[src/bnf_pkg.sv]
`timescale 1ns / 1ps
// ----------------------------------------------------------------------------
// bnf_pkg
// Shared constants and types for the batchnorm folding unit: fixed-point
// format, iteration widths and the sequencer state encoding.
// ----------------------------------------------------------------------------
package bnf_pkg;

    // fixed-point format of all data values
    localparam int FRAC_BITS = 16;
    localparam int DATA_W    = 32;
    localparam int EPS_W     = 16;

    // variance + epsilon is exact in 32 bits
    localparam int DEN_W  = 32;
    // numerator width for the divide, radicand width before rounding up
    localparam int NUM_W  = DEN_W + FRAC_BITS;
    // root width, radicand width (even), shared subtractor width
    localparam int ROOT_W = (NUM_W + 1) / 2;
    localparam int RAD_W  = 2 * ROOT_W;
    localparam int SUB_W  = ROOT_W + 2;
    // iteration counter width
    localparam int CNT_W  = $clog2(NUM_W);

    // product widths: full 32x32 magnitude, shifted product, accumulator
    localparam int PROD_W = 2 * DATA_W;
    localparam int PSH_W  = PROD_W - FRAC_BITS;
    localparam int ACC_W  = PSH_W + 2;

    // input beat packing
    localparam int IN_DATA_W = 192;

    // item kinds carried in s_tuser
    localparam logic OP_PARAM  = 1'b0;
    localparam logic OP_WEIGHT = 1'b1;

    // sequencer states
    typedef enum logic [5:0] {
        ST_IDLE = 6'b000001,
        ST_SQRT = 6'b000010,
        ST_DIV  = 6'b000100,
        ST_MUL  = 6'b001000,
        ST_ACC  = 6'b010000,
        ST_DONE = 6'b100000
    } bnf_state_t;

endpackage

[src/batchnorm_fold_unit.sv]
`timescale 1ns / 1ps
// ----------------------------------------------------------------------------
// batchnorm_fold_unit
// Folds batch normalization into convolution weights one output channel at
// a time: scale = gamma / sqrt(var + epsilon), folded bias and scaled weights.
// ----------------------------------------------------------------------------
// Parameter beat: bit-serial root, then bit-serial divide on the shared
// subtractor (data in Q16.16), then a multiply and accumulate for old_bias and
// one for mean; a zero denominator skips root and divide. Weight beat: one
// multiply and accumulate on the shared 32x32 multiplier, one item at a time.
// A finished result waits in the output register while the next item is taken.
// Reset (aresetn, synchronous, active low): epsilon 1, channel scale 0.
module batchnorm_fold_unit
    import bnf_pkg::*;
(
    input  logic                 aclk,
    input  logic                 aresetn,

    // epsilon register write
    input  logic                 cfg_valid,
    output logic                 cfg_ready,
    input  logic [EPS_W-1:0]     cfg_data,

    // input stream
    input  logic                 s_tvalid,
    output logic                 s_tready,
    // gamma[31:0] beta[63:32] mean[95:64] variance[126:96]
    // old_bias[158:127] weight[190:159], zero pad [191]
    input  logic [IN_DATA_W-1:0] s_tdata,
    // op[0]
    input  logic [0:0]           s_tuser,

    // result stream
    output logic                 m_tvalid,
    input  logic                 m_tready,
    // value[31:0]
    output logic [DATA_W-1:0]    m_tdata,
    // overflow[0]
    output logic [0:0]           m_tuser
);

    // input field unpacking
    logic signed [DATA_W-1:0] in_gamma;
    logic signed [DATA_W-1:0] in_beta;
    logic signed [DATA_W-1:0] in_mean;
    logic        [30:0]       in_variance;
    logic signed [DATA_W-1:0] in_old_bias;
    logic signed [DATA_W-1:0] in_weight;

    assign in_gamma    = s_tdata[31:0];
    assign in_beta     = s_tdata[63:32];
    assign in_mean     = s_tdata[95:64];
    assign in_variance = s_tdata[126:96];
    assign in_old_bias = s_tdata[158:127];
    assign in_weight   = s_tdata[190:159];

    // state
    bnf_state_t               state_reg, state_next;
    logic [EPS_W-1:0]         epsilon_reg;
    logic signed [DATA_W-1:0] scale_reg;
    logic                     op_reg;
    logic                     second_reg;
    logic                     gamma_neg_reg;
    logic                     ovf_reg;
    logic [CNT_W-1:0]         cnt_reg;
    logic [RAD_W-1:0]         rad_reg;
    logic [ROOT_W-1:0]        root_reg;
    logic [SUB_W-1:0]         rem_reg;
    logic [NUM_W-1:0]         num_reg;
    logic [DATA_W-1:0]        a1_reg;
    logic [DATA_W-1:0]        a2_reg;
    logic [PROD_W-1:0]        prod_reg;
    logic                     neg_reg;
    logic signed [ACC_W-1:0]  acc_reg;
    logic                     m_valid_reg;
    logic [DATA_W-1:0]        m_value_reg;
    logic                     m_ovf_reg;

    function automatic logic [DATA_W-1:0] magnitude(input logic [DATA_W-1:0] v);
        magnitude = v[DATA_W-1] ? (~v + 1'b1) : v;
    endfunction

    // handshakes
    assign cfg_ready = 1'b1;
    assign s_tready  = (state_reg == ST_IDLE);
    assign m_tvalid  = m_valid_reg;
    assign m_tdata   = m_value_reg;
    assign m_tuser   = m_ovf_reg;

    logic s_fire;
    logic out_free;
    assign s_fire   = s_tvalid && s_tready;
    assign out_free = !m_valid_reg || m_tready;

    // denominator and radicand at accept
    logic [DEN_W-1:0] den;
    logic [RAD_W-1:0] rad_init;
    assign den      = DEN_W'(in_variance) + DEN_W'(epsilon_reg);
    assign rad_init = RAD_W'({den, {FRAC_BITS{1'b0}}});

    // shared compare-subtract unit for root and divide steps
    logic [SUB_W-1:0] sub_a, sub_b;
    logic [SUB_W:0]   sub_diff;
    logic             sub_ge;
    always_comb begin
        if (state_reg == ST_SQRT) begin
            sub_a = {rem_reg[SUB_W-3:0], rad_reg[RAD_W-1 -: 2]};
            sub_b = {root_reg, 2'b01};
        end else begin
            sub_a = {rem_reg[SUB_W-2:0], num_reg[NUM_W-1]};
            sub_b = SUB_W'(root_reg);
        end
    end
    assign sub_diff = {1'b0, sub_a} - {1'b0, sub_b};
    assign sub_ge   = !sub_diff[SUB_W];

    logic [SUB_W-1:0] rem_step;
    assign rem_step = sub_ge ? sub_diff[SUB_W-1:0] : sub_a;

    // final quotient and scale saturation
    logic [NUM_W-1:0]  quot;
    logic [DATA_W-1:0] quot_neg;
    logic              quot_hi;
    logic              quot_min;
    logic [DATA_W-1:0] scale_next;
    logic              scale_sat;
    assign quot     = {num_reg[NUM_W-2:0], sub_ge};
    assign quot_neg = ~quot[DATA_W-1:0] + 1'b1;
    assign quot_hi  = |quot[NUM_W-1:DATA_W-1];
    assign quot_min = (quot[NUM_W-1:DATA_W-1] == (NUM_W-DATA_W+1)'(1))
                      && (quot[DATA_W-2:0] == '0);
    always_comb begin
        scale_sat = 1'b0;
        if (!gamma_neg_reg) begin
            scale_next = quot[DATA_W-1:0];
            if (quot_hi) begin
                scale_sat  = 1'b1;
                scale_next = {1'b0, {(DATA_W-1){1'b1}}};
            end
        end else begin
            scale_next = quot_neg;
            if (quot_hi && !quot_min) begin
                scale_sat  = 1'b1;
                scale_next = {1'b1, {(DATA_W-1){1'b0}}};
            end
        end
    end

    // accumulator step and output saturation
    logic [ACC_W-1:0]        prod_ext;
    logic                    acc_sub;
    logic [ACC_W-DATA_W:0]   acc_hi;
    logic                    acc_fits;
    logic [DATA_W-1:0]       acc_sat;
    assign prod_ext = ACC_W'(prod_reg[PROD_W-1:FRAC_BITS]);
    assign acc_sub  = neg_reg ^ (second_reg && (op_reg == OP_PARAM));
    assign acc_hi   = acc_reg[ACC_W-1:DATA_W-1];
    assign acc_fits = (&acc_hi) || !(|acc_hi);
    assign acc_sat  = acc_fits ? acc_reg[DATA_W-1:0]
                    : (acc_reg[ACC_W-1] ? {1'b1, {(DATA_W-1){1'b0}}}
                                        : {1'b0, {(DATA_W-1){1'b1}}});

    // multiplier operand
    logic [DATA_W-1:0] mul_src;
    assign mul_src = second_reg ? a2_reg : a1_reg;

    // sequencer next state
    always_comb begin
        state_next = state_reg;
        unique case (state_reg)
            ST_IDLE: begin
                if (s_fire) begin
                    if (s_tuser[0] == OP_WEIGHT || den == '0) begin
                        state_next = ST_MUL;
                    end else begin
                        state_next = ST_SQRT;
                    end
                end
            end
            ST_SQRT: begin
                if (cnt_reg == '0) begin
                    state_next = ST_DIV;
                end
            end
            ST_DIV: begin
                if (cnt_reg == '0) begin
                    state_next = ST_MUL;
                end
            end
            ST_MUL: begin
                state_next = ST_ACC;
            end
            ST_ACC: begin
                state_next = second_reg ? ST_DONE : ST_MUL;
            end
            ST_DONE: begin
                if (out_free) begin
                    state_next = ST_IDLE;
                end
            end
            default: begin
                state_next = ST_IDLE;
            end
        endcase
    end

    // control registers
    always_ff @(posedge aclk) begin
        if (!aresetn) begin
            state_reg   <= ST_IDLE;
            epsilon_reg <= EPS_W'(1);
            scale_reg   <= '0;
            m_valid_reg <= 1'b0;
        end else begin
            state_reg <= state_next;
            if (cfg_valid && cfg_ready) begin
                epsilon_reg <= cfg_data;
            end
            if (state_reg == ST_IDLE && s_fire && s_tuser[0] == OP_PARAM && den == '0) begin
                scale_reg <= '0;
            end
            if (state_reg == ST_DIV && cnt_reg == '0) begin
                scale_reg <= scale_next;
            end
            if (state_reg == ST_DONE && out_free) begin
                m_valid_reg <= 1'b1;
            end else if (m_tready) begin
                m_valid_reg <= 1'b0;
            end
        end
    end

    // datapath registers
    always_ff @(posedge aclk) begin
        case (state_reg)
            ST_IDLE: begin
                if (s_fire) begin
                    op_reg        <= s_tuser[0];
                    gamma_neg_reg <= in_gamma[DATA_W-1];
                    num_reg       <= {magnitude(in_gamma), {FRAC_BITS{1'b0}}};
                    rad_reg       <= rad_init;
                    root_reg      <= '0;
                    rem_reg       <= '0;
                    cnt_reg       <= CNT_W'(ROOT_W - 1);
                    a1_reg        <= in_old_bias;
                    if (s_tuser[0] == OP_WEIGHT) begin
                        a2_reg     <= in_weight;
                        second_reg <= 1'b1;
                        acc_reg    <= '0;
                        ovf_reg    <= 1'b0;
                    end else begin
                        a2_reg     <= in_mean;
                        second_reg <= 1'b0;
                        acc_reg    <= ACC_W'(in_beta);
                        ovf_reg    <= (den == '0);
                    end
                end
            end
            // one root bit per cycle
            ST_SQRT: begin
                root_reg <= {root_reg[ROOT_W-2:0], sub_ge};
                rad_reg  <= {rad_reg[RAD_W-3:0], 2'b00};
                if (cnt_reg == '0) begin
                    cnt_reg <= CNT_W'(NUM_W - 1);
                    rem_reg <= '0;
                end else begin
                    cnt_reg <= cnt_reg - 1'b1;
                    rem_reg <= rem_step;
                end
            end
            // one quotient bit per cycle, quotient shifts into the numerator
            ST_DIV: begin
                rem_reg <= rem_step;
                num_reg <= quot;
                cnt_reg <= cnt_reg - 1'b1;
                if (cnt_reg == '0) begin
                    ovf_reg <= ovf_reg | scale_sat;
                end
            end
            // shared 32x32 magnitude multiply
            ST_MUL: begin
                prod_reg <= PROD_W'(magnitude(mul_src)) * PROD_W'(magnitude(scale_reg));
                neg_reg  <= mul_src[DATA_W-1] ^ scale_reg[DATA_W-1];
            end
            ST_ACC: begin
                acc_reg    <= acc_sub ? (acc_reg - prod_ext) : (acc_reg + prod_ext);
                second_reg <= 1'b1;
            end
            // hand result to output register
            ST_DONE: begin
                if (out_free) begin
                    m_value_reg <= acc_sat;
                    m_ovf_reg   <= ovf_reg | !acc_fits;
                end
            end
            default: begin
            end
        endcase
    end

endmodule

[config.mk]
export PLATFORM = sky130hd
export DESIGN_NAME = batchnorm_fold_unit
export DESIGN_NICKNAME = d
export VERILOG_FILES = /design/src/bnf_pkg.sv /design/src/batchnorm_fold_unit.sv
export SDC_FILE = /design/constraint.sdc
export NUM_CORES = 2
export LEC_CHECK = 0
export ABC_AREA = 1
export BUFFER_PORTS_ARGS = -buffer_cell sky130_fd_sc_hd__clkbuf_2
export CAP_MARGIN = 15
export CELL_PAD_IN_SITES_DETAIL_PLACEMENT = 1
export CELL_PAD_IN_SITES_GLOBAL_PLACEMENT = 1
export CORE_ASPECT_RATIO = 1.1
export CORE_MARGIN = 2
export CORE_UTILIZATION = 35
export DETAILED_ROUTE_END_ITERATION = 10
export PLACE_DENSITY = 0.61
export SLEW_MARGIN = 20
export SYNTH_ARGS = -nofsm -noshare
export SYNTH_HDL_FRONTEND = slang
export SYNTH_SLANG_ARGS = --single-unit
[constraint.sdc]
create_clock -name aclk -period 11.2 [get_ports aclk]
set_input_delay 2.24 -clock aclk [delete_from_list [all_inputs] [get_ports aclk]]
set_output_delay 2.24 -clock aclk [all_outputs]
set_load 0.005 [all_outputs]
* Word level (Yosys, flattened, before mapping) *
Cells that the tools add are included.

word-level totals
  bits in read-only memories = 0
  bits in latches = 0
  logic and storage cells = 138
  register bits after elaboration = 422
  memories kept = 0
  bits of input ports = 214
  bits in writable memories = 0

cells by class
  eq/ne operators = 11
  muxes and demuxes = 50
  multipliers = 1
  bitwise logic cells = 10
  divide/modulo/power cells = 0
  $lt $le $gt $ge = 0
  reductions and logical operators = 37
  shift operators = 0
  add/subtract/negate cells = 9

operators with widths
  operator                 number
  $mux W32                 12
  $pmux W48 S2             2
  $mux W50                 3
  $add A32 B1 Y32 const B  4
  $not A32 Y32             4
  $pmux W50 S2             1
  $mux W48                 2
  $mux W25                 3
  $pmux W25 S3             1
  $mul A32 B32 Y64         1
  $mux W26                 2
  $add A50 B48 Y50         1
  $sub A50 B48 Y50         1
  $pmux W24 S2             1
  $mux W6                  7
  $pmux W6 S6              1
  $add A31 B16 Y32         1
  $logic_not A32 Y1        1
  $logic_not A31 Y1        1
  $sub A26 B26 Y27         1
  $mux W24                 1
  $reduce_and A19 Y1       1
  $reduce_or A19 Y1        1
  $pmux W6 S3              1
  other kinds (26)         64

* Longest topological paths before layout *
  depth in word-level cells = 13
  depth in mapped cells = 48

* Worst setup path after synthesis *
Ideal clock, no wire load.

  path type = register to register
  start = reg second_reg
  end = reg prod_reg[38] (data pin)
  cell stages (with the launch flop) = 39
  buffers on the path = 4
  library setup time = 0.258 ns
  required time = 10.942 ns
  arrival time = 8.029 ns
  slack = 2.913 ns
  clock period less this slack = 8.287 ns
  cell sequence = edfxtp_1 buf_6 o21ai_4 clkbuf_1 ha_1 nand3_1 nor2_2 nand2_2 nor2_4 inv_2 nor2_4 inv_2 o21ai_1 nand2_1 nand2_1 buf_2 buf_6 nor2_2 (+3 left out) fa_1 fa_1 inv_1 fa_1 fa_1 fa_1 inv_1 fa_1 inv_1 ha_1 nand2_1 nor2_1 inv_1 nor2_1 nand3_1 o21ai_0 a31oi_1 xnor2_1

between the ends
  longest elaborated chain between the ends = 5

RTL lines
  item                    line                        source
  from (decl)             batchnorm_fold_unit.sv:62   logic second_reg;
  from (signal assigned)  batchnorm_fold_unit.sv:248  second_reg <= 1'b1;
  from (signal assigned)  batchnorm_fold_unit.sv:253  second_reg <= 1'b0;
  from (signal assigned)  batchnorm_fold_unit.sv:287  second_reg <= 1'b1;
  $mux W32 *              batchnorm_fold_unit.sv:165  assign mul_src = second_reg ? a2_reg : a1_reg;
  $not A32 Y32            batchnorm_fold_unit.sv:80   magnitude = v[DATA_W-1] ? (~v + 1'b1) : v;
  $add A32 B1 Y32         batchnorm_fold_unit.sv:80
  $mux W32 *              batchnorm_fold_unit.sv:80
  $mul A32 B32 Y64 *      batchnorm_fold_unit.sv:282  prod_reg <= PROD_W'(magnitude(mul_src)) * PROD_W'(magnitude(scale_reg));
  to (signal assigned)    batchnorm_fold_unit.sv:282
  to (decl)               batchnorm_fold_unit.sv:72   logic [PROD_W-1:0] prod_reg;

Mark *: on every way between the ends. The rest lies on a longest branch, timed or not.
A chain may end at the register's enable or synchronous reset.

* Worst setup path after layout *
  start = reg second_reg
  end = reg prod_reg[53] (data pin)

The elaborated chain is that of the path after synthesis.

==> results.md <==
* Pins Over Slew Limit at 0
* Flop pwr share at 27.0%
* Seq/Total Area, Yosys at between 10% and 20%
* Drt drc at 0
* CP endpoint kind: flop
* Setup Buffers After CTS at 0
* Die H at 438 um
* Max Clk Rate at 99.8 MHz
* Cell area after synthesis at 60,100 um^2
* WS Path Type: flop to flop
* Crit path capture: prod_reg[53]
* Die W at 399 um
* Starting Density at 35.2%
* Fin. Hold Viols at 0
* #FFs+latches synth at between 300 and 400
* Initial antenna violation count at 2
* Part of the power in combinational logic at 52.0%
* PortBufs at 247
* Post-CTS Resized at 0
* Critical Path RT at 11.63 ns
* Final GP Congestion at 0.943
* CTS Root Cell: clkbuf_16
* CTS max path bufs at 3
* Max VDD drop at 136 uV
* Most common cell after layout, fill and taps aside: nand2_1
* Max cap viols at 0
* First-pass GRT wire length at roughly 340 mm
* Worst min path class: flop to flop
* Leakage at 32.3 nW
* Final setup vio count at 0
* Cells after synthesis at 7,696
* Post-layout min period at between 10 and 15 ns
* Via density at 5.07
* Hold WS at 0.471 ns
* Via count at 51,400
* Area growth, synth to finish at 9.51%
* Status: completed
* Psw at 4.20 mW
* Fraction of layout cells with a size suffix above 1 at 7.64%
* Die Area at 175,000 um^2
* Row count at between 150 and 200
* Final setup TNS at 0 ns
* Mapped Nets at 9,166
* Switching Share at 50.7%
* Post-route ant nets at 0
* Slowest stage delay, CP at around 0.66 ns
* Cell mode on critical path: fa_1
* Nets@finish at 9,325
* Final-layout fill cell count at between 20,000 and 25,000
* Clock Latency Late Sink at about 0.70 ns
* Int Pwr at 4.08 mW
* Syn Area/Cell at 7.80 um^2
* Period Utilization, post-route at 89.4%
* Post-Place Cells at 10,100
* HPWL after DPL at 180 mm
* Clock group share of total power at 21.0%
* Clock Sinks at 390
* Reg2reg end: prod_reg[53]
* Max reg flops at 50
* Worst-Margin Slew at between 1 and 1.5 ns
* Internal reg-to-reg setup slack at 1.18 ns
* CTS tree: yes
* Reg2reg start: second_reg
* Max FO, Critical Path at 36
* Fin cells at 10,200
* Top-area cell type share of the netlist area at around 30%
* FF-to-FF path depth at 32
* CP max-delay cell: o21ai_4
* Core area at 170,000 um^2
* Unique masters post-synth at 73
* Synth async-reset ratio at 0%
* CTS clk-pin slew, worst paths at roughly 0.06 ns
* Clock buffer count from CTS at 50
* Total Routed Length at 218 mm
* Number of global-route vias before repair at ~56,000
* DR WL/cell at around 21 um
* CP Launch Point: second_reg
* Grt total ovfl at 0
* Unrepaired setup endpoints after global routing: false
* # IOs at 250
* PD cells at 126 nW/um^2
* Commonest non-fill, non-tap cells in the layout: 1,586 x nand2_1, 1,436 x inv_1, 1,131 x nor2_1
* H-tree depth at 2
* GRT Overall Usage at 25.1%
* Largest cells by area after synthesis: fa_1 30%, edfxtp_1 17%, nand2_1 9.9%
* Top FF cell, synth: edfxtp_1
* Pre-antenna DRT Iters at 5
* Final clock skew at 0.0853 ns
* Slew HR at 23.9%
* Initial drt markers at roughly 2,600
* Hold-fix buffers, CTS at 0
* Post-synth EDFFs at 335
* Yosys warns at 0
* Yosys top cell by area: fa_1
* WP data arrival at 10.45 ns
* Largest net degree at the start of global routing at 66
* Setup crit start kind: flop
-- worst max-delay path: cells and delay by family, from the launching register on --
family	cells	cell delay [ns]
DFF	1	0.50
AOI/OAI and AO/OA	6	1.82
buffers and inverters	10	2.03
adders and majority gates	9	4.59
and+or+nand+nor	6	0.55
xor gates and xnor gates	1	0.17
-- cell usage after synthesis, drive strengths merged (2+ instances only) --
library cell / n
a211oi: 5
a21boi: 7
a21o: 26
a21oi: 338
a22o: 7
a31oi: 46
a32o: 2
a41oi: 2
and2: 2
and3: 5
buf: 85
clkbuf: 178
clkinv: 18
dfxtp: 55
edfxtp: 335
fa: 898
ha: 358
inv: 1461
mux2i: 11
nand2: 1599
nand3: 310
nand3b: 12
nand4: 59
nor2: 1164
nor3: 70
nor4: 42
o2111ai: 2
o211ai: 6
o21a: 21
o21ai: 337
o21bai: 10
o31ai: 4
or2: 41
or3: 5
xnor2: 49
xor2: 116
-- power by group through the flow --
stage          clock network, mW  registers, mW  logic [mW]
3_3_place_gp                   0           2.26        4.23
4_1_cts                     1.80           2.24        4.31
6_report                    1.74           2.24        4.30
3_5_place_dp                   0           2.27        4.29
5_1_grt                     1.84           2.27        4.69
2_1_floorplan                  0           2.19        2.59
-- area by class of cell --
| cell class | count | area (um^2) | area share (%) |
|---|---|---|---|
| Clock inverter | 33 | 412 | 0.626 |
| Antenna cell | 2 | 5.00 | 0.00761 |
| Timing Repair Buffer | 370 | 2180 | 3.32 |
| Multi-Input combinational cell | 5564 | 42300 | 64.3 |
| Clock buffer | 60 | 1360 | 2.07 |
| Inverter | 1479 | 5560 | 8.46 |
| Sequential cell | 390 | 11200 | 17.0 |
| Tap cell | 2254 | 2820 | 4.29 |
-- stage by stage --
step                      total power, mW  util, %  area, um^2  setup slack [ns]
final                                8.28     38.6       65800              1.18
after global routing                 8.80     38.6       65800             0.770
after floorplan                      4.78        -       60100              2.91
after global placement               6.49     37.5       64000              1.35
after detailed placement             6.55     37.5       64000              1.24
after CTS                            8.34     38.6       65800              1.23
-- cells by family after synthesis --
kind of cell	Yosys count	synth area share, %
buffers and inverters	1742	11.2
other	1	0.00624
and+or+nand+nor	3311	22.7
adders and majority gates	1256	37.4
xor gates and xnor gates	165	2.43
muxes	11	0.210
DFF	390	18.6
AOI/OAI and AO/OA	820	7.49
-- worst min-delay path by stage --
stage                               from             end  slack, ns  cells after the start
after floorplan           epsilon_reg[0]  epsilon_reg[0]       0.43                      2
after global placement    epsilon_reg[0]  epsilon_reg[0]       0.45                      2
after detailed placement  epsilon_reg[0]  epsilon_reg[0]       0.46                      2
after CTS                 epsilon_reg[0]  epsilon_reg[0]       0.48                      2
after global routing       scale_reg[30]   scale_reg[30]       0.52                      2
final                     epsilon_reg[0]  epsilon_reg[0]       0.47                      2
-- routing by layer --
layer	GRT usage, %	part of all wire, %	vias up	wire (um)
met5	0	0	-	0
met4	8.03	3.6	0	7790
met3	2.96	4.1	311	8890
met2	44.0	50	969	108000
met1	32.1	43	26100	93500
li1	-	-	24000	-
Power figures use the tool's default switching activity.
